`src/hdl/iir_filter_transposed_df2_core_assert.svh`:
```
// assertion macros for the transposed direct form II filter core
`ifndef IIR_FILTER_TRANSPOSED_DF2_CORE_ASSERT_SVH
`define IIR_FILTER_TRANSPOSED_DF2_CORE_ASSERT_SVH

// same-cycle implication, sampled on clk, off while rst_n is low
`define IIRT_ASSERT_NOW(label, ante, cons, msg) \
    label: assert property (@(posedge clk) disable iff (!rst_n) (ante) |-> (cons)) \
        else $error(msg);

// next-cycle implication, sampled on clk, off while rst_n is low
`define IIRT_ASSERT_NEXT(label, ante, cons, msg) \
    label: assert property (@(posedge clk) disable iff (!rst_n) (ante) |=> (cons)) \
        else $error(msg);

`endif

```
`src/hdl/iirt_pkg.sv`:
```
// shared types and constants of the transposed direct form II filter core
package iirt_pkg;

    // fixed field widths
    localparam int SAMPLE_W   = 16;
    localparam int COEF_W     = 18;
    localparam int PROD_W     = SAMPLE_W + COEF_W;
    localparam int NUM_COEF   = 4;
    localparam int TERM_W     = 2;
    localparam int CFG_IDX_W  = 3;
    localparam int OUT_SHIFT  = 14;
    localparam int SAMPLE_MAX = 32767;
    localparam int SAMPLE_MIN = -32768;

    // parameter defaults
    localparam int DEF_FILTER_ORDER = 3;
    localparam int DEF_ACC_WIDTH    = 40;

    // b0 comes out of reset as 1.0 in Q4.14
    localparam logic signed [COEF_W-1:0] B0_RESET = 18'sd16384;

    // register map of the configuration port
    typedef enum logic [CFG_IDX_W-1:0] {
        REG_FF0 = 3'd0,
        REG_FF1 = 3'd1,
        REG_FF2 = 3'd2,
        REG_FF3 = 3'd3,
        REG_FB1 = 3'd4,
        REG_FB2 = 3'd5,
        REG_FB3 = 3'd6
    } cfg_reg_t;

    // accumulator operand selection
    typedef enum logic [1:0] {
        ACC_NONE = 2'd0,
        ACC_HEAD = 2'd1,
        ACC_BASE = 2'd2
    } acc_op_t;

    // commands from controller to datapath
    typedef struct packed {
        logic              load;      // capture sample, multiply by b0
        logic              mul_en;    // multiply into product register
        logic              mul_y;     // multiplier takes output sample and a coefficient
        logic [TERM_W-1:0] mul_idx;   // coefficient index
        acc_op_t           acc_op;    // accumulator load
        logic              ps_wr;     // partial sum gets acc minus product
        logic [TERM_W-1:0] term;      // current filter term, 1 to order
        logic              round_en;  // round, clamp and load output word
    } dp_cmd_t;

    // status from datapath to controller
    typedef struct packed {
        logic out_free;
    } dp_status_t;

endpackage

```
`src/hdl/iirt_ctrl.sv`:
```
// sequencer of the filter core: one shared multiplier
module iirt_ctrl #(
    parameter int FILTER_ORDER = iirt_pkg::DEF_FILTER_ORDER
) (
    input  logic                 clk,
    input  logic                 rst_n,
    input  logic                 in_valid,
    output logic                 in_stall,
    input  iirt_pkg::dp_status_t status,
    output iirt_pkg::dp_cmd_t    cmd
);
    import iirt_pkg::*;

    localparam logic [TERM_W-1:0] LAST_TERM = TERM_W'(FILTER_ORDER);

    typedef enum logic [5:0] {
        S_IDLE  = 6'b000001,
        S_HEAD  = 6'b000010,
        S_ROUND = 6'b000100,
        S_MUL_A = 6'b001000,
        S_SUB   = 6'b010000,
        S_ADD_B = 6'b100000
    } state_t;

    state_t            state_reg;
    state_t            state_next;
    logic [TERM_W-1:0] term_reg;
    logic [TERM_W-1:0] term_next;
    logic              last_term;
    logic              accept;

    // a new word enters while idle or during the last partial sum update
    assign last_term = (term_reg == LAST_TERM);
    assign in_stall  = !((state_reg == S_IDLE) || ((state_reg == S_SUB) && last_term));
    assign accept    = in_valid && !in_stall;

    // next state and datapath commands
    always_comb
    begin
        state_next   = state_reg;
        term_next    = term_reg;
        cmd          = '0;
        cmd.acc_op   = ACC_NONE;
        cmd.term     = term_reg;
        unique case (state_reg)
            S_IDLE:
            begin
                if (accept)
                begin
                    cmd.load   = 1'b1;
                    state_next = S_HEAD;
                end
            end
            S_HEAD:
            begin
                cmd.acc_op  = ACC_HEAD;
                cmd.mul_en  = 1'b1;
                cmd.mul_idx = TERM_W'(1);
                term_next   = TERM_W'(1);
                state_next  = S_ROUND;
            end
            S_ROUND:
            begin
                if (status.out_free)
                begin
                    cmd.round_en = 1'b1;
                    cmd.acc_op   = ACC_BASE;
                    state_next   = S_MUL_A;
                end
            end
            S_MUL_A:
            begin
                cmd.mul_en  = 1'b1;
                cmd.mul_y   = 1'b1;
                cmd.mul_idx = term_reg;
                state_next  = S_SUB;
            end
            S_SUB:
            begin
                cmd.ps_wr = 1'b1;
                if (last_term)
                begin
                    if (accept)
                    begin
                        cmd.load   = 1'b1;
                        state_next = S_HEAD;
                    end
                    else
                    begin
                        state_next = S_IDLE;
                    end
                end
                else
                begin
                    cmd.mul_en  = 1'b1;
                    cmd.mul_idx = term_reg + TERM_W'(1);
                    term_next   = term_reg + TERM_W'(1);
                    state_next  = S_ADD_B;
                end
            end
            S_ADD_B:
            begin
                cmd.acc_op  = ACC_BASE;
                cmd.mul_en  = 1'b1;
                cmd.mul_y   = 1'b1;
                cmd.mul_idx = term_reg;
                state_next  = S_SUB;
            end
            default:
            begin
                state_next = S_IDLE;
            end
        endcase
    end

    // state and term counter
    always_ff @(posedge clk or negedge rst_n)
    begin
        if (!rst_n)
        begin
            state_reg <= S_IDLE;
            term_reg  <= '0;
        end
        else
        begin
            state_reg <= state_next;
            term_reg  <= term_next;
        end
    end

endmodule

```
`src/hdl/iirt_dp.sv`:
```
// datapath of the filter core: coefficients, multiplier, saturating adder, state
module iirt_dp #(
    parameter int FILTER_ORDER = iirt_pkg::DEF_FILTER_ORDER,
    parameter int ACC_WIDTH    = iirt_pkg::DEF_ACC_WIDTH
) (
    input  logic                                 clk,
    input  logic                                 rst_n,
    input  logic                                 cfg_wr_en,
    input  logic [iirt_pkg::CFG_IDX_W-1:0]       cfg_index,
    input  logic signed [iirt_pkg::COEF_W-1:0]   cfg_data,
    input  logic signed [iirt_pkg::SAMPLE_W-1:0] sample_in,
    input  iirt_pkg::dp_cmd_t                    cmd,
    output iirt_pkg::dp_status_t                 status,
    output logic                                 out_valid,
    input  logic                                 out_stall,
    output logic signed [iirt_pkg::SAMPLE_W-1:0] sample_out,
    output logic                                 clipped
);
    import iirt_pkg::*;

    localparam int PS_IDX_W = (FILTER_ORDER > 1) ? $clog2(FILTER_ORDER) : 1;
    localparam int SUM_W    = ((ACC_WIDTH > PROD_W + 1) ? ACC_WIDTH : PROD_W + 1) + 1;
    localparam int RND_W    = ACC_WIDTH + 1;

    localparam logic signed [SUM_W-1:0] SUM_MAX =
        (SUM_W'(1) <<< (ACC_WIDTH - 1)) - SUM_W'(1);
    localparam logic signed [SUM_W-1:0] SUM_MIN = -SUM_MAX - SUM_W'(1);
    localparam logic signed [RND_W-1:0] RND_MAX =
        (RND_W'(1) <<< (ACC_WIDTH - 1)) - RND_W'(1);
    localparam logic signed [RND_W-1:0] RND_HALF = RND_W'(1) <<< (OUT_SHIFT - 1);
    localparam logic signed [RND_W-1:0] Y_MAX = RND_W'(SAMPLE_MAX);
    localparam logic signed [RND_W-1:0] Y_MIN = RND_W'(SAMPLE_MIN);

    logic signed [COEF_W-1:0]    ff_reg [NUM_COEF];
    logic signed [COEF_W-1:0]    fb_reg [1:NUM_COEF-1];
    logic signed [ACC_WIDTH-1:0] ps_reg [FILTER_ORDER];
    logic signed [SAMPLE_W-1:0]  x_reg;
    logic signed [PROD_W-1:0]    prod_reg;
    logic signed [ACC_WIDTH-1:0] acc_reg;
    logic signed [SAMPLE_W-1:0]  sample_out_reg;
    logic                        clipped_reg;
    logic                        out_valid_reg;

    logic signed [SAMPLE_W-1:0]  mul_a;
    logic signed [COEF_W-1:0]    mul_c;
    logic signed [PROD_W-1:0]    prod_next;
    logic signed [ACC_WIDTH-1:0] base;
    logic signed [ACC_WIDTH-1:0] add_a;
    logic signed [SUM_W-1:0]     add_b;
    logic signed [SUM_W-1:0]     add_sum;
    logic signed [ACC_WIDTH-1:0] add_res;
    logic [PS_IDX_W-1:0]         ps_idx;
    logic signed [RND_W-1:0]     rnd_sum;
    logic signed [RND_W-1:0]     rnd_sat;
    logic signed [RND_W-1:0]     y_wide;
    logic signed [SAMPLE_W-1:0]  y_next;
    logic                        clip_next;

    // coefficient registers
    always_ff @(posedge clk or negedge rst_n)
    begin
        if (!rst_n)
        begin
            ff_reg[0] <= B0_RESET;
            for (int i = 1; i < NUM_COEF; i++)
            begin
                ff_reg[i] <= '0;
                fb_reg[i] <= '0;
            end
        end
        else if (cfg_wr_en)
        begin
            unique case (cfg_reg_t'(cfg_index))
                REG_FF0: ff_reg[0] <= cfg_data;
                REG_FF1: ff_reg[1] <= cfg_data;
                REG_FF2: ff_reg[2] <= cfg_data;
                REG_FF3: ff_reg[3] <= cfg_data;
                REG_FB1: fb_reg[1] <= cfg_data;
                REG_FB2: fb_reg[2] <= cfg_data;
                REG_FB3: fb_reg[3] <= cfg_data;
                default: ;
            endcase
        end
    end

    // shared multiplier: input or output sample times a coefficient
    always_comb
    begin
        if (cmd.load)
        begin
            mul_a = sample_in;
            mul_c = ff_reg[0];
        end
        else if (cmd.mul_y)
        begin
            mul_a = sample_out_reg;
            mul_c = fb_reg[cmd.mul_idx];
        end
        else
        begin
            mul_a = x_reg;
            mul_c = ff_reg[cmd.mul_idx];
        end
        prod_next = PROD_W'(mul_a) * PROD_W'(mul_c);
    end

    always_ff @(posedge clk)
    begin
        if (cmd.load)
        begin
            x_reg <= sample_in;
        end
        if (cmd.load || cmd.mul_en)
        begin
            prod_reg <= prod_next;
        end
    end

    // next partial sum feeding this term, zero past the top
    always_comb
    begin
        base = '0;
        for (int i = 1; i < FILTER_ORDER; i++)
        begin
            if (cmd.term == TERM_W'(i))
            begin
                base = ps_reg[i];
            end
        end
    end

    // saturating adder shared by all accumulate steps
    always_comb
    begin
        case (cmd.acc_op)
            ACC_HEAD: add_a = ps_reg[0];
            ACC_BASE: add_a = base;
            default:  add_a = acc_reg;
        endcase
        add_b   = cmd.ps_wr ? -SUM_W'(prod_reg) : SUM_W'(prod_reg);
        add_sum = SUM_W'(add_a) + add_b;
        if (add_sum > SUM_MAX)
        begin
            add_res = ACC_WIDTH'(SUM_MAX);
        end
        else if (add_sum < SUM_MIN)
        begin
            add_res = ACC_WIDTH'(SUM_MIN);
        end
        else
        begin
            add_res = ACC_WIDTH'(add_sum);
        end
    end

    assign ps_idx = PS_IDX_W'(cmd.term - TERM_W'(1));

    // partial sums
    always_ff @(posedge clk or negedge rst_n)
    begin
        if (!rst_n)
        begin
            for (int i = 0; i < FILTER_ORDER; i++)
            begin
                ps_reg[i] <= '0;
            end
        end
        else if (cmd.ps_wr)
        begin
            ps_reg[ps_idx] <= add_res;
        end
    end

    // accumulator
    always_ff @(posedge clk)
    begin
        if (cmd.acc_op != ACC_NONE)
        begin
            acc_reg <= add_res;
        end
    end

    // round half up to Q1.15, then clamp to the sample range
    always_comb
    begin
        rnd_sum   = RND_W'(acc_reg) + RND_HALF;
        rnd_sat   = (rnd_sum > RND_MAX) ? RND_MAX : rnd_sum;
        y_wide    = rnd_sat >>> OUT_SHIFT;
        clip_next = 1'b0;
        if (y_wide > Y_MAX)
        begin
            y_next    = SAMPLE_W'(Y_MAX);
            clip_next = 1'b1;
        end
        else if (y_wide < Y_MIN)
        begin
            y_next    = SAMPLE_W'(Y_MIN);
            clip_next = 1'b1;
        end
        else
        begin
            y_next = SAMPLE_W'(y_wide);
        end
    end

    // output word register, also holds y for the feedback terms
    always_ff @(posedge clk)
    begin
        if (cmd.round_en)
        begin
            sample_out_reg <= y_next;
            clipped_reg    <= clip_next;
        end
    end

    always_ff @(posedge clk or negedge rst_n)
    begin
        if (!rst_n)
        begin
            out_valid_reg <= 1'b0;
        end
        else if (cmd.round_en)
        begin
            out_valid_reg <= 1'b1;
        end
        else if (!out_stall)
        begin
            out_valid_reg <= 1'b0;
        end
    end

    assign status.out_free = !out_valid_reg || !out_stall;
    assign out_valid       = out_valid_reg;
    assign sample_out      = sample_out_reg;
    assign clipped         = clipped_reg;

endmodule

```
`src/hdl/iir_filter_transposed_df2_core.sv`:
```
// top level of the transposed direct form II IIR filter core
// an accepted word goes via product and accumulator registers to the output, once it is free
// the one shared 16x18 multiplier, which takes two products per filter term, sets the word
//   rate; the next word is taken during the last partial sum update of the current one
// reset: partial sums cleared, b0 = 1.0 and all other coefficients zero, no output word
`include "iir_filter_transposed_df2_core_assert.svh"

module iir_filter_transposed_df2_core #(
    parameter int FILTER_ORDER = iirt_pkg::DEF_FILTER_ORDER,
    parameter int ACC_WIDTH    = iirt_pkg::DEF_ACC_WIDTH
) (
    input  logic                                 clk,
    input  logic                                 rst_n,
    input  logic                                 cfg_wr_en,
    input  logic [iirt_pkg::CFG_IDX_W-1:0]       cfg_index,
    input  logic signed [iirt_pkg::COEF_W-1:0]   cfg_data,
    input  logic                                 in_valid,
    output logic                                 in_stall,
    input  logic signed [iirt_pkg::SAMPLE_W-1:0] sample_in,
    output logic                                 out_valid,
    input  logic                                 out_stall,
    output logic signed [iirt_pkg::SAMPLE_W-1:0] sample_out,
    output logic                                 clipped
);
    import iirt_pkg::*;

    dp_cmd_t    cmd;
    dp_status_t status;

    // sequencer
    iirt_ctrl #(
        .FILTER_ORDER (FILTER_ORDER)
    ) u_ctrl (
        .clk      (clk),
        .rst_n    (rst_n),
        .in_valid (in_valid),
        .in_stall (in_stall),
        .status   (status),
        .cmd      (cmd)
    );

    // arithmetic and state
    iirt_dp #(
        .FILTER_ORDER (FILTER_ORDER),
        .ACC_WIDTH    (ACC_WIDTH)
    ) u_dp (
        .clk        (clk),
        .rst_n      (rst_n),
        .cfg_wr_en  (cfg_wr_en),
        .cfg_index  (cfg_index),
        .cfg_data   (cfg_data),
        .sample_in  (sample_in),
        .cmd        (cmd),
        .status     (status),
        .out_valid  (out_valid),
        .out_stall  (out_stall),
        .sample_out (sample_out),
        .clipped    (clipped)
    );

    // the block is busy in the cycle after it takes a word
    `IIRT_ASSERT_NEXT(a_busy_after_accept, in_valid && !in_stall, in_stall, "no stall after accept")

    // a fresh output word follows an accepted input word
    `IIRT_ASSERT_NOW(a_out_latency, $rose(out_valid), $past(in_valid && !in_stall, 3),
        "output word without matching input word")

    // a clipped word sits on one of the rails
    `IIRT_ASSERT_NOW(a_clip_rail, out_valid && clipped,
        (sample_out == 16'sh7fff) || (sample_out == 16'sh8000), "clipped word off the rail")

endmodule

```
`config.mk`:
```
export PLATFORM = sky130hd
export DESIGN_NAME = iir_filter_transposed_df2_core
export DESIGN_NICKNAME = d
export VERILOG_FILES = /design/src/hdl/iirt_pkg.sv /design/src/hdl/iirt_ctrl.sv /design/src/hdl/iirt_dp.sv /design/src/hdl/iir_filter_transposed_df2_core.sv
export VERILOG_INCLUDE_DIRS = /design/src /design/src/hdl
export SDC_FILE = /design/constraint.sdc
export NUM_CORES = 2
export LEC_CHECK = 0
export BUFFER_PORTS_ARGS = -buffer_cell sky130_fd_sc_hd__buf_2
export CAP_MARGIN = 20
export CELL_PAD_IN_SITES_DETAIL_PLACEMENT = 2
export CELL_PAD_IN_SITES_GLOBAL_PLACEMENT = 2
export CORE_MARGIN = 3
export CORE_UTILIZATION = 46
export CTS_CLUSTER_SIZE = 40
export DETAILED_ROUTE_END_ITERATION = 10
export PLACE_DENSITY_LB_ADDON = 0.1
export SLEW_MARGIN = 40
export SYNTH_ARGS = -nofsm -noshare
export SYNTH_HDL_FRONTEND = slang
export SYNTH_HIERARCHICAL = 1
export SYNTH_SLANG_ARGS = --single-unit
```
`constraint.sdc`:
```
create_clock -name clk -period 24.2 [get_ports clk]
set_input_delay 0 -clock clk [delete_from_list [all_inputs] [get_ports clk]]
set_output_delay 0 -clock clk [all_outputs]
set_load 0.01 [all_outputs]
```
==> impl_metrics.toml <==
[layout]
largest_reg_flops = 120
final_nets = 3739
drive_gt1_frac = 0.135
areaGrowthSynthToFinish_pct = 10.7

[synthesis]
ys_seq_area_frac = 0.310
synth-seq-cells = 362
synth_edf_count = 107
synthMuxAreaShare = 0.0730
synthesis.area_mm2 = 0.0310
synth.net_count = 3686
synth_xor_area_frac = 0.0352
synth_top_family_by_area = "adder cells"
avgSynthCellArea_um2 = 9.63
yosys.area_share.simple = 0.126
ys.flop_type = "dfrtp_1"
synth.distinct_cells = 87
async_flop_share = 0.704
ys_warn_count = 6
synth_compound_area_frac = 0.139
yosys.area_share.adder = 0.246
synthesis.instances = 3219

[grt]
overflow = 0
use_met3 = 0.0922
busiest_layer = "met2"
antenna_found_initial = 9
grt_util_met2 = 0.729
grt_max_degree = 107
grt_use_met1 = 0.451
grt_usage = 0.425
grt_pass1_wl_um = 220000
grt_pass1_vias = 31800

[cts]
cts-root-buf = "clkbuf_16"
cts_resized = 0
cts_buffers = 43
cts.clk_slew.worst_paths_ps = 70
cts_max_path_buffers = 3
htree_levels = 2
worstSkewPairLatency_ps = 630
tritoncts = "built"
cts.sinks = 362

[sta]
maxClockFrequency_mhz = 83.9
setup_viol = 0
worst_pin_slew_ps = 1000
drv_slew = 0
rsz0062_at_grt = "false"
slew_headroom = 0.333
clock_skew_ps = 55.3
setup-tns-final_ps = 0
final.min_clock_period_ps = 11920
min_period_over_period = 0.492
hold_viol_final = 0

[critical_path]
r2r_end = "u_dp/prod_reg[32]"
critPathCaptureType = "flip-flop"
path_buf_inv = 9
crit_path_frequent_cell = "inv_1"
crit_cells = 31
path_max_fanout = 38
crit_type = "reg2reg"
ff2ff_path_depth = 31
crit_slowest_cell = "nor2b_2"
r2r_slack_ps = 12280
reg2reg_from = "u_ctrl/state_reg[1]"
path_delay_family = "adder cells"
cp_data_required_time_ps = 24510
startpoint_type = "flip-flop"
worst_path_largest_cell_delay_ps = 790
crit_arrival_ps = 12220

[floorplanning]
core_region_area_mm2 = 0.0662
die_width_um = 266
num_rows = 94
die_h_um = 266
num_io_pins = 61
dieArea_mm2 = 0.0705
start_util = 0.468

[detailed_routing]
drtIter0Drc = 2540
first_pass_iters = 6
finalWirelength_um = 150000
antenna_left = 0
routed_via_density = 6.60
via_count = 27600
wl_per_cell_um = 35.8
remaining_drc_errors = 0

[place]
gp_congestion = 0.927
io_buffers = 60
place_hpwl_um = 91200

[hold_path]
hold_depth = 2
hp-class = "in2reg"
hold_end = "u_dp/x_reg[15]"
hold_start = "sample_in[15]"

[job]
max-cap-violations = 0

[outcome]
status = "finished clean"
==> kinds of logic after synthesis <==
family	after synthesis
AOI/OAI and AO/OA	669
DFF	362
adders and majority gates	436
muxes	185
xor gates and xnor gates	123
buffers and inverters	569
and+or+nand+nor	875
==> cell usage after synthesis, types with 7 or more instances <==
master,instances,area [um^2]
a211oi_1,12,90.1
a21o_1,43,323
a21oi_1,183,916
a221oi_1,20,175
a22o_1,44,385
a22oi_1,40,300
and2_1,12,75.1
buf_1,9,33.8
buf_2,14,70.1
clkbuf_1,124,465
dfrtp_1,253,6330
edfxtp_1,107,3210
fa_1,291,5830
ha_1,134,1680
inv_1,409,1540
maj3_2,10,113
mux2_2,147,1660
mux2i_1,20,200
mux4_2,18,405
nand2_1,348,1310
nand2b_1,27,169
nand3_1,27,135
nand4_1,20,125
nor2_1,312,1170
nor3_1,24,120
nor3b_1,7,52.6
nor4_1,12,75.1
o211ai_1,7,52.6
o21a_1,21,158
o21ai_0,149,746
o21ai_1,36,180
o21bai_1,17,128
o31a_1,15,131
o31ai_1,30,225
or2_2,26,163
or3_1,14,87.6
or4_1,7,52.6
xnor2_1,90,788
xor2_1,31,272
==> final cells by class <==
cell class	instances	area, um^2
clock buffer	59	1230
inverter	411	1540
timing repair buffer	166	1240
multi-input combinational	2288	19400
clock inverter	21	236
fill	6762	31900
antenna	6	15.0
sequential	362	9600
tap	864	1080
==> through the flow <==
stage | worst slack [ps] | std cells | area [um^2] | hold slack (ps) | utilization
2_1_floorplan | 15070 | 3219 | 31000 | -296 | -
3_3_place_gp | 13920 | 4050 | 32300 | 96.3 | 0.488
3_5_place_dp | 13760 | 4050 | 32400 | 108 | 0.489
4_1_cts | 13270 | 4167 | 34200 | 117 | 0.516
5_1_grt | 11940 | 4171 | 34300 | 151 | 0.518
6_report | 12280 | 4177 | 34300 | 148 | 0.518
==> per-layer routing <==
layer,vias up,routed length (um)
li1,10900,-
met1,14200,51400
met2,1567,72800
met3,860,10100
met4,6,15400
met5,-,32
==> cell usage in the layout (no fill, tap or decap), types with 44 or more instances in the layout <==
cell type / n
inv_1: 409
nand2_1: 347
nor2_1: 312
fa_1: 291
dfrtp_1: 253
a21oi_1: 182
mux2_2: 147
o21ai_0: 145
ha_1: 133
edfxtp_1: 107
xnor2_1: 89
buf_4: 63
buf_2: 59
clkbuf_16: 44
==> worst max path at each step <==
stage | start | to
after global placement | u_ctrl/state_reg[1] | u_dp/prod_reg[33]
after global routing | u_ctrl/state_reg[1] | u_dp/prod_reg[32]
after CTS | u_ctrl/state_reg[1] | u_dp/prod_reg[33]
after floorplan | u_ctrl/term_reg[0] | u_dp/prod_reg[33]
final | u_ctrl/state_reg[1] | u_dp/prod_reg[32]
after detailed placement | u_ctrl/state_reg[1] | u_dp/prod_reg[28]
==> repair_timing <==
action	4_1_cts	5_1_grt
hold buffers	37	1
endpoints found under the hold margin	250	53
setup buffers	0	0
Power is not shown: default switching activity piles up to over one toggle a cycle in this logic, so the estimate is an artifact.
